File: config.mk
export PLATFORM = sky130hd
export DESIGN_NAME = divider_and_reloading_timer_unit
export DESIGN_NICKNAME = d
export VERILOG_FILES = /design/src/rtl/drt_pkg.sv /design/src/rtl/drt_ctrl.sv /design/src/rtl/drt_datapath.sv /design/src/rtl/divider_and_reloading_timer_unit.sv
export SDC_FILE = /design/constraint.sdc
export NUM_CORES = 1
export LEC_CHECK = 0
export BUFFER_PORTS_ARGS = -buffer_cell sky130_fd_sc_hd__buf_2
export CAP_MARGIN = 20
export CORE_ASPECT_RATIO = 0.9
export CORE_MARGIN = 4
export CORE_UTILIZATION = 50
export CTS_CLUSTER_DIAMETER = 40
export DETAILED_ROUTE_END_ITERATION = 7
export PLACE_DENSITY_LB_ADDON = 0.1
export SLEW_MARGIN = 10
export SYNTH_ARGS = -nofsm -noshare
export SYNTH_HDL_FRONTEND = slang
export SYNTH_SLANG_ARGS = --single-unit
File: constraint.sdc
create_clock -name clk -period 2.8 [get_ports clk]
set_clock_uncertainty 0.15 [all_clocks]
set_input_delay 0.28 -clock clk [delete_from_list [all_inputs] [get_ports clk]]
set_output_delay 0.28 -clock clk [all_outputs]
set_load 0.01 [all_outputs]
File: src/rtl/drt_pkg.sv
`default_nettype none
// ----------------------------------------------------------------------------
// drt_pkg
// Shared types and constants of the divider and reloading timer unit.
// ----------------------------------------------------------------------------
package drt_pkg;

	localparam int BUDGET_W = 12;

	typedef enum logic [1:0] {
		CMD_TICK  = 2'd0,
		CMD_READ  = 2'd1,
		CMD_WRITE = 2'd2,
		CMD_NONE  = 2'd3
	} command_t;

	localparam logic [2:0] OFS_DIVIDER = 3'd0;
	localparam logic [2:0] OFS_COUNTER = 3'd1;
	localparam logic [2:0] OFS_MODULO  = 3'd2;
	localparam logic [2:0] OFS_CONTROL = 3'd3;

	localparam logic [7:0] RATE_MASK   = 8'h03;
	localparam logic [7:0] UNMAPPED_RD = 8'h00;
	localparam int         RUN_BIT     = 2;

	typedef struct packed {
		logic [1:0] command;
		logic [7:0] elapsed_cycles;
		logic [2:0] reg_offset;
		logic [7:0] write_data;
	} in_t;

	typedef struct packed {
		logic [7:0] read_data;
		logic       timer_irq;
	} out_t;

	typedef struct packed {
		logic load;
		logic sub;
		logic step;
		logic emit;
	} ctrl_cmd_t;

	typedef struct packed {
		logic div_done;
		logic cnt_done;
	} ctrl_status_t;

endpackage
`default_nettype wire

File: src/rtl/drt_ctrl.sv
`default_nettype none
// ----------------------------------------------------------------------------
// drt_ctrl
// Sequencer: accepts one beat, runs subtract and step passes for a tick, emits a result.
// ----------------------------------------------------------------------------
module drt_ctrl
	import drt_pkg::*;
(
	input  wire logic         clk,
	input  wire logic         arst_n,
	input  wire logic         in_valid,
	output logic              in_ready,
	input  wire logic [1:0]   in_command,
	output logic              out_valid,
	input  wire logic         out_ready,
	input  wire ctrl_status_t status,
	output ctrl_cmd_t         cmd
);

	typedef enum logic [1:0] {
		ST_IDLE,
		ST_SUB,
		ST_STEP,
		ST_DONE
	} state_t;

	state_t state_q;
	logic   out_valid_q;
	logic   slot_free;

	assign slot_free = !out_valid_q || out_ready;
	assign in_ready  = (state_q == ST_IDLE);
	assign out_valid = out_valid_q;

	always_comb begin
		cmd.load = in_valid && (state_q == ST_IDLE);
		cmd.sub  = (state_q == ST_SUB);
		cmd.step = (state_q == ST_STEP);
		cmd.emit = (state_q == ST_DONE) && slot_free;
	end

	always_ff @(posedge clk or negedge arst_n) begin
		if (!arst_n) begin
			state_q     <= ST_IDLE;
			out_valid_q <= 1'b0;
		end else begin
			out_valid_q <= (out_valid_q && !out_ready) || ((state_q == ST_DONE) && slot_free);
			case (state_q)
				ST_IDLE: begin
					if (in_valid) begin
						if (in_command == CMD_TICK)
							state_q <= ST_SUB;
						else
							state_q <= ST_DONE;
					end
				end
				ST_SUB: begin
					state_q <= ST_STEP;
				end
				ST_STEP: begin
					if (status.div_done && status.cnt_done)
						state_q <= ST_DONE;
				end
				ST_DONE: begin
					if (slot_free)
						state_q <= ST_IDLE;
				end
				default: begin
					state_q <= ST_IDLE;
				end
			endcase
		end
	end

endmodule
`default_nettype wire

File: src/rtl/drt_datapath.sv
`default_nettype none
// ----------------------------------------------------------------------------
// drt_datapath
// Timer registers, budget arithmetic and the result register.
// ----------------------------------------------------------------------------
module drt_datapath
	import drt_pkg::*;
#(
	parameter int DIVIDER_PERIOD = 256,
	parameter int RATE0_PERIOD   = 1024,
	parameter int RATE1_PERIOD   = 16,
	parameter int RATE2_PERIOD   = 64,
	parameter int RATE3_PERIOD   = 256
) (
	input  wire logic  clk,
	input  wire logic  arst_n,
	input  wire in_t   in_data,
	input  wire ctrl_cmd_t cmd,
	output ctrl_status_t status,
	output out_t       out_data
);

	localparam logic signed [BUDGET_W-1:0] DIV_P = BUDGET_W'(DIVIDER_PERIOD);
	localparam logic signed [BUDGET_W-1:0] R0_P  = BUDGET_W'(RATE0_PERIOD);
	localparam logic signed [BUDGET_W-1:0] R1_P  = BUDGET_W'(RATE1_PERIOD);
	localparam logic signed [BUDGET_W-1:0] R2_P  = BUDGET_W'(RATE2_PERIOD);
	localparam logic signed [BUDGET_W-1:0] R3_P  = BUDGET_W'(RATE3_PERIOD);
	localparam logic signed [BUDGET_W-1:0] BUDGET_MIN = {1'b1, {(BUDGET_W-1){1'b0}}};

	logic [7:0]                  div_value_q;
	logic signed [BUDGET_W-1:0]  div_budget_q;
	logic [7:0]                  cnt_value_q;
	logic signed [BUDGET_W-1:0]  cnt_budget_q;
	logic                        cnt_running_q;
	logic [7:0]                  modulo_q;
	logic [7:0]                  control_q;

	logic [7:0]                  cycles_q;
	logic signed [BUDGET_W-1:0]  cnt_period_q;
	logic                        div_done_q;
	logic                        cnt_done_q;
	logic [7:0]                  rdata_q;
	logic                        irq_q;
	out_t                        out_q;

	logic signed [BUDGET_W-1:0]  rate_period;
	logic signed [BUDGET_W-1:0]  div_sub;
	logic signed [BUDGET_W-1:0]  cnt_sub;
	logic                        div_le0;
	logic                        cnt_le0;
	logic [7:0]                  read_mux;

	function automatic logic signed [BUDGET_W-1:0] sat_sub(
		input logic signed [BUDGET_W-1:0] b,
		input logic [7:0]                 c
	);
		logic signed [BUDGET_W:0] d;
		d = {b[BUDGET_W-1], b} - {{(BUDGET_W-7){1'b0}}, c};
		if (d[BUDGET_W] && !d[BUDGET_W-1])
			return BUDGET_MIN;
		return d[BUDGET_W-1:0];
	endfunction

	always_comb begin
		case (control_q & RATE_MASK)
			8'd0:    rate_period = R0_P;
			8'd1:    rate_period = R1_P;
			8'd2:    rate_period = R2_P;
			default: rate_period = R3_P;
		endcase
	end

	always_comb begin
		case (in_data.reg_offset)
			OFS_DIVIDER: read_mux = div_value_q;
			OFS_COUNTER: read_mux = cnt_value_q;
			OFS_MODULO:  read_mux = modulo_q;
			OFS_CONTROL: read_mux = control_q;
			default:     read_mux = UNMAPPED_RD;
		endcase
	end

	assign div_sub = sat_sub(div_budget_q, cycles_q);
	assign cnt_sub = sat_sub(cnt_budget_q, cycles_q);
	assign div_le0 = div_budget_q[BUDGET_W-1] || (div_budget_q == '0);
	assign cnt_le0 = cnt_budget_q[BUDGET_W-1] || (cnt_budget_q == '0);

	assign status.div_done = div_done_q;
	assign status.cnt_done = cnt_done_q;
	assign out_data        = out_q;

	// timer state
	always_ff @(posedge clk or negedge arst_n) begin
		if (!arst_n) begin
			div_value_q   <= '0;
			div_budget_q  <= DIV_P;
			cnt_value_q   <= '0;
			cnt_budget_q  <= R0_P;
			cnt_running_q <= 1'b0;
			modulo_q      <= '0;
			control_q     <= '0;
			div_done_q    <= 1'b1;
			cnt_done_q    <= 1'b1;
			irq_q         <= 1'b0;
		end else begin
			if (cmd.load) begin
				irq_q <= 1'b0;
				if (in_data.command == CMD_TICK) begin
					div_done_q <= 1'b0;
					cnt_done_q <= !cnt_running_q;
				end else if (in_data.command == CMD_WRITE) begin
					case (in_data.reg_offset)
						OFS_DIVIDER: div_value_q <= '0;
						OFS_COUNTER: cnt_value_q <= in_data.write_data;
						OFS_MODULO:  modulo_q    <= in_data.write_data;
						OFS_CONTROL: begin
							control_q     <= in_data.write_data;
							cnt_running_q <= in_data.write_data[RUN_BIT];
						end
						default: begin
						end
					endcase
				end
			end
			if (cmd.sub) begin
				div_budget_q <= div_sub;
				if (!cnt_done_q)
					cnt_budget_q <= cnt_sub;
			end
			if (cmd.step) begin
				if (!div_done_q) begin
					if (div_le0) begin
						div_budget_q <= div_budget_q + DIV_P;
						div_value_q  <= div_value_q + 8'd1;
						if (div_value_q == 8'hFF)
							div_done_q <= 1'b1;
					end else begin
						div_done_q <= 1'b1;
					end
				end
				if (!cnt_done_q) begin
					if (cnt_le0) begin
						cnt_budget_q <= cnt_budget_q + cnt_period_q;
						if (cnt_value_q == 8'hFF) begin
							cnt_value_q <= modulo_q;
							irq_q       <= 1'b1;
							cnt_done_q  <= 1'b1;
						end else begin
							cnt_value_q <= cnt_value_q + 8'd1;
						end
					end else begin
						cnt_done_q <= 1'b1;
					end
				end
			end
		end
	end

	// per-beat operands and result
	always_ff @(posedge clk) begin
		if (cmd.load) begin
			cycles_q     <= in_data.elapsed_cycles;
			cnt_period_q <= rate_period;
			rdata_q      <= (in_data.command == CMD_READ) ? read_mux : UNMAPPED_RD;
		end
		if (cmd.emit) begin
			out_q.read_data <= rdata_q;
			out_q.timer_irq <= irq_q;
		end
	end

endmodule
`default_nettype wire

File: src/rtl/divider_and_reloading_timer_unit.sv
`default_nettype none
// ----------------------------------------------------------------------------
// divider_and_reloading_timer_unit
// Emulated divider and reloading timer driven by tick and register beats.
//
// Input channel (in_valid/in_ready, in_data): one beat is a tick of elapsed
// cycles, a register read or a register write. Output channel (out_valid/
// out_ready, out_data): exactly one result beat per input beat, in order.
// A tick runs a subtract pass and then n step passes, where n is the larger
// number of step passes the divider or the counter needs (its period steps
// plus one pass that finds the budget positive, unless it wraps); both step
// in parallel, one period per cycle, so n is at most 256 and about 2048 /
// period + 2 for a saturated deficit. The next beat is accepted as soon as
// the sequencer is back in idle, even while the previous result still waits
// in the output register; a stalled receiver holds the sequencer in its done
// state until the slot frees. Reset sets the timer registers: divider and
// counter zero, counter stopped, budgets at the divider period and the
// rate 0 period, no result held.
// ----------------------------------------------------------------------------
module divider_and_reloading_timer_unit
	import drt_pkg::*;
#(
	parameter int DIVIDER_PERIOD = 256,
	parameter int RATE0_PERIOD   = 1024,
	parameter int RATE1_PERIOD   = 16,
	parameter int RATE2_PERIOD   = 64,
	parameter int RATE3_PERIOD   = 256
) (
	input  wire logic clk,
	input  wire logic arst_n,
	input  wire logic in_valid,
	output logic      in_ready,
	input  wire in_t  in_data,
	output logic      out_valid,
	input  wire logic out_ready,
	output out_t      out_data
);

	ctrl_cmd_t    cmd;
	ctrl_status_t status;

	drt_ctrl u_ctrl (
		.clk        (clk),
		.arst_n     (arst_n),
		.in_valid   (in_valid),
		.in_ready   (in_ready),
		.in_command (in_data.command),
		.out_valid  (out_valid),
		.out_ready  (out_ready),
		.status     (status),
		.cmd        (cmd)
	);

	drt_datapath #(
		.DIVIDER_PERIOD (DIVIDER_PERIOD),
		.RATE0_PERIOD   (RATE0_PERIOD),
		.RATE1_PERIOD   (RATE1_PERIOD),
		.RATE2_PERIOD   (RATE2_PERIOD),
		.RATE3_PERIOD   (RATE3_PERIOD)
	) u_datapath (
		.clk      (clk),
		.arst_n   (arst_n),
		.in_data  (in_data),
		.cmd      (cmd),
		.status   (status),
		.out_data (out_data)
	);

endmodule
`default_nettype wire

==> results.md <==
* Area growth, synth to finish at 15.11%
* RSZ-0062 raised after global routing: false
* Sink Count at 91
* DR WL met2 at 5.747 mm
* CTS max path bufs at 2
* CTS H-tree lvls at 3
* Routed length on met1 at 5.967 mm
* Net Sw Frac at 40.84%
* XOR/XNOR Fraction of Synth Area at 2.303%
* Ys Warns at 0
* Post-place setup slack at 0.05087 ns
* PD cells at 1037 nW/µm²
* Slew Limit Fails at 0
* Simple-gate share of the synthesized area at 15.06%
* Drt pass-1 iters at 5
* Sequential share of power at 37.4%
* Tmin final at 2.647 ns
* CP Data Arrival Time at 2.73 ns
* Drt wl/cell at 17.75 µm
* Crit share post-route at 94.52%
* Compound-Gate Fraction of Synth Area at 18.68%
* Register bit total from synthesis at 91
* Fin nets at 619
* Mapped Cells at 509
* Post-synth net total at 566
* GRT Overall Usage at 21.52%
* Seq/Total Area, Yosys at 45.58%
* Io pins at 36
* CTS tree: built
* Comb power frac at 43.2%
* Async S/R FF share, synth at 68.13%
* Syn Area/Cell at 10.46 µm²
* Final setup margin at 0.1534 ns
* Internal power at 3.760 mW
* Startpoint types: register
* Post-layout util at 59.31%
* Worst slew pin tran at 0.5798 ns
* Mapped cell area at 5325 µm²
* Worst-path cell chain: inv_2 -> ha_1 -> nor2b_1 -> o31a_1 -> o311a_2 -> o21ai_4 -> nand2_2 -> o41ai_1
* Outcome: complete, no violations
* Die Height at 105.9 µm
* First-pass GRT wire length at 20.74 mm
* Netlist cell types at 68
* Grt total ovfl at 0
* Final setup TNS at 0 ns
* Crit-path slowest cell: o311a_2
* Gpl congestion at 0.8494
* Worst-path clk slew at 0.07 ns
* Leak at 2.646 nW
* Total core area at 10330 µm²
* Layout cells sized above 1 at 19.05%
* Synth Area in Adders at 7.801%
* Antenna cells at 0
* Clk pwr share at 19.4%
* Sw Pwr at 2.596 mW
* DP HPWL at 9.132 mm
* FF+latch area at 2427 µm²
* Post-synthesis mux area share at 7.448%
* Vias at 4136
* Max Clk Rate at 0.3778 GHz
* Layout Cells excl Fill at 696
* Largest family of logic cells by synthesized area: compound AO/OA/AOI/OAI gates
* Post-synth EDFFs at 29
* Cell row count at 35
* Clock tree root driver cell: clkbuf_16
* Uppermost layer routed: met4
* Vias/cell at 5.943
* Multi-input logic area at 2749 µm²
* CP Capture Type: register
* HP Class: input pin to register
* Final Hold Viols at 0
* Worst path required time at 2.88 ns
* Vias in the first global route at 4101
* Initial antenna violation count at 0
* Antenna Nets Post-Route at 0
* Most frequent cells in the layout: dfrtp_1 (58), nand2_1 (46), buf_2 (35)
* Starting density of the core at 51.53%
* Slew margin rel. at 60.80%
* Die ar. at 12370 µm²
* Setup Buffers After CTS at 0
* DRC Markers at 0
* Commonest non-fill, non-tap cell in the layout: dfrtp_1
* Max incr delay on CP at 0.44 ns
* Critical path fanouts, max at 8
* Crit path kind: register to register
* DP Cell Count at 671
* # setup viols final at 0
* Met3 WL at 559 µm
* Total CTS buffers at 9
* Primary FF master, synth: dfrtp_1
* DIE WIDTH at 116.8 µm
* Fin Hold WS at 0.04583 ns
* Fillers at 872
* Clock Latency Late Sink at 0.35 ns
* Pin count of the biggest net entering global routing at 40
* Initial DRC Count at 310
* Final WL at 12.36 mm
* Max_cap viols at 0
* Port Buffer Count at 35
* VDD IR max at 0.4705 mV
-- Yosys cell counts (13+ instances only) --
| cell type | count | area (µm²) |
|---|---|---|
| nand2_1 | 46 | 172.7 |
| mux2i_1 | 16 | 160.2 |
| dfrtp_1 | 58 | 1451 |
| edfxtp_1 | 29 | 870.8 |
| nand3_1 | 13 | 65.06 |
| a211oi_1 | 14 | 105.1 |
| mux2_2 | 17 | 191.4 |
| inv_1 | 24 | 90.09 |
| o21ai_0 | 34 | 170.2 |
| a21oi_1 | 16 | 80.08 |
| ha_1 | 30 | 375.4 |
| clkbuf_1 | 13 | 48.80 |
| o31ai_1 | 14 | 105.1 |
| nor2_1 | 29 | 108.9 |
-- final cells by class --
cell class	instances	area share, %
clock buffers	9	3.674
clock inverters	7	1.286
flip-flops and latches	91	39.60
well taps	129	2.633
repair buffers	60	6.491
inverters	24	1.470
multi-input cells	376	44.85
-- what timing repair did --
| action | 4_1_cts | 5_1_grt |
|---|---|---|
| hold buffers | 9 | 0 |
| endpoints found under the setup margin | 0 | 20 |
| gates resized for setup | 0 | 5 |
| endpoints found under the hold margin | 30 | 0 |
-- kinds of logic (layout without fill, tap and decap cells) --
kind of cell    count (synthesis)  count (layout)
flops                          91              91
simple gates                  155             155
xor+xnor                       14              14
compound gates                140             140
fa+ha+maj                      32              32
mux                            35              35
buf+inv                        42             100
-- state kept, by name, indices dropped and copies added, names as in the netlist --
| register | cells |
|---|---|
| u_datapath.cnt_budget_q | 12 |
| u_datapath.div_budget_q | 12 |
| u_datapath.out_data | 9 |
| u_datapath.cnt_value_q | 8 |
| u_datapath.control_q | 8 |
| u_datapath.cycles_q | 8 |
| u_datapath.div_value_q | 8 |
| u_datapath.modulo_q | 8 |
| u_datapath.rdata_q | 8 |
| u_datapath.cnt_period_q | 4 |
| u_ctrl.state_q | 2 |
| u_ctrl.out_valid | 1 |
| u_datapath.cnt_done_q | 1 |
| u_datapath.div_done_q | 1 |
| u_datapath.irq_q | 1 |
-- routing by layer --
metal / global-route usage [%] / up-vias
met5: 0 / -
met4: 4.586 / 0
met3: 4.724 / 8
met2: 32.01 / 89
met1: 32.27 / 2017
li1: - / 2022
-- through the flow --
step | power, mW | cell area [µm²]
after CTS | 6.342 | 6112
after detailed placement | 5.078 | 5718
final | 6.356 | 6130
after global routing | 6.880 | 6130
after global placement | 4.996 | 5718
after floorplan | 4.324 | 5325
-- power groups by stage --
stage,logic (mW),registers [mW],clock network [mW]
after detailed placement,2.69,2.39,0
after global routing,3.11,2.46,1.31
after CTS,2.72,2.37,1.26
after floorplan,2.10,2.23,0
final,2.74,2.38,1.23
after global placement,2.62,2.37,0
-- final timing paths --
kind	startpoint	end	slack [ns]	cells past startpoint
max	u_datapath.cycles_q[1]$_DFFE_PP_	u_datapath.div_budget_q[3]$_DFFE_PN0P_	0.15	8
min	in_data[4]	u_datapath.modulo_q[4]$_DFFE_PN0P_	0.05	2
max reg2reg	u_datapath.cycles_q[1]$_DFFE_PP_	u_datapath.div_budget_q[3]$_DFFE_PN0P_	0.15	8
min reg2reg	u_datapath.rdata_q[4]$_SDFFCE_PP0P_	u_datapath.out_data[5]$_DFFE_PP_	0.27	0
max in group asynchronous	arst_n	u_datapath.div_budget_q[8]$_DFF_PN1_	1.49	3
min in group asynchronous	arst_n	u_datapath.cnt_budget_q[4]$_DFF_PN0_	0.32	2
-- critical path, delay by kind of cell (launching register included) --
family / cells / cell delay [ns]
flops: 1 / 0.38
buf+inv: 1 / 0.13
compound gates: 4 / 1.33
fa+ha+maj: 1 / 0.24
simple gates: 2 / 0.30
No activity file was read; power rests on OpenSTA's default activity.
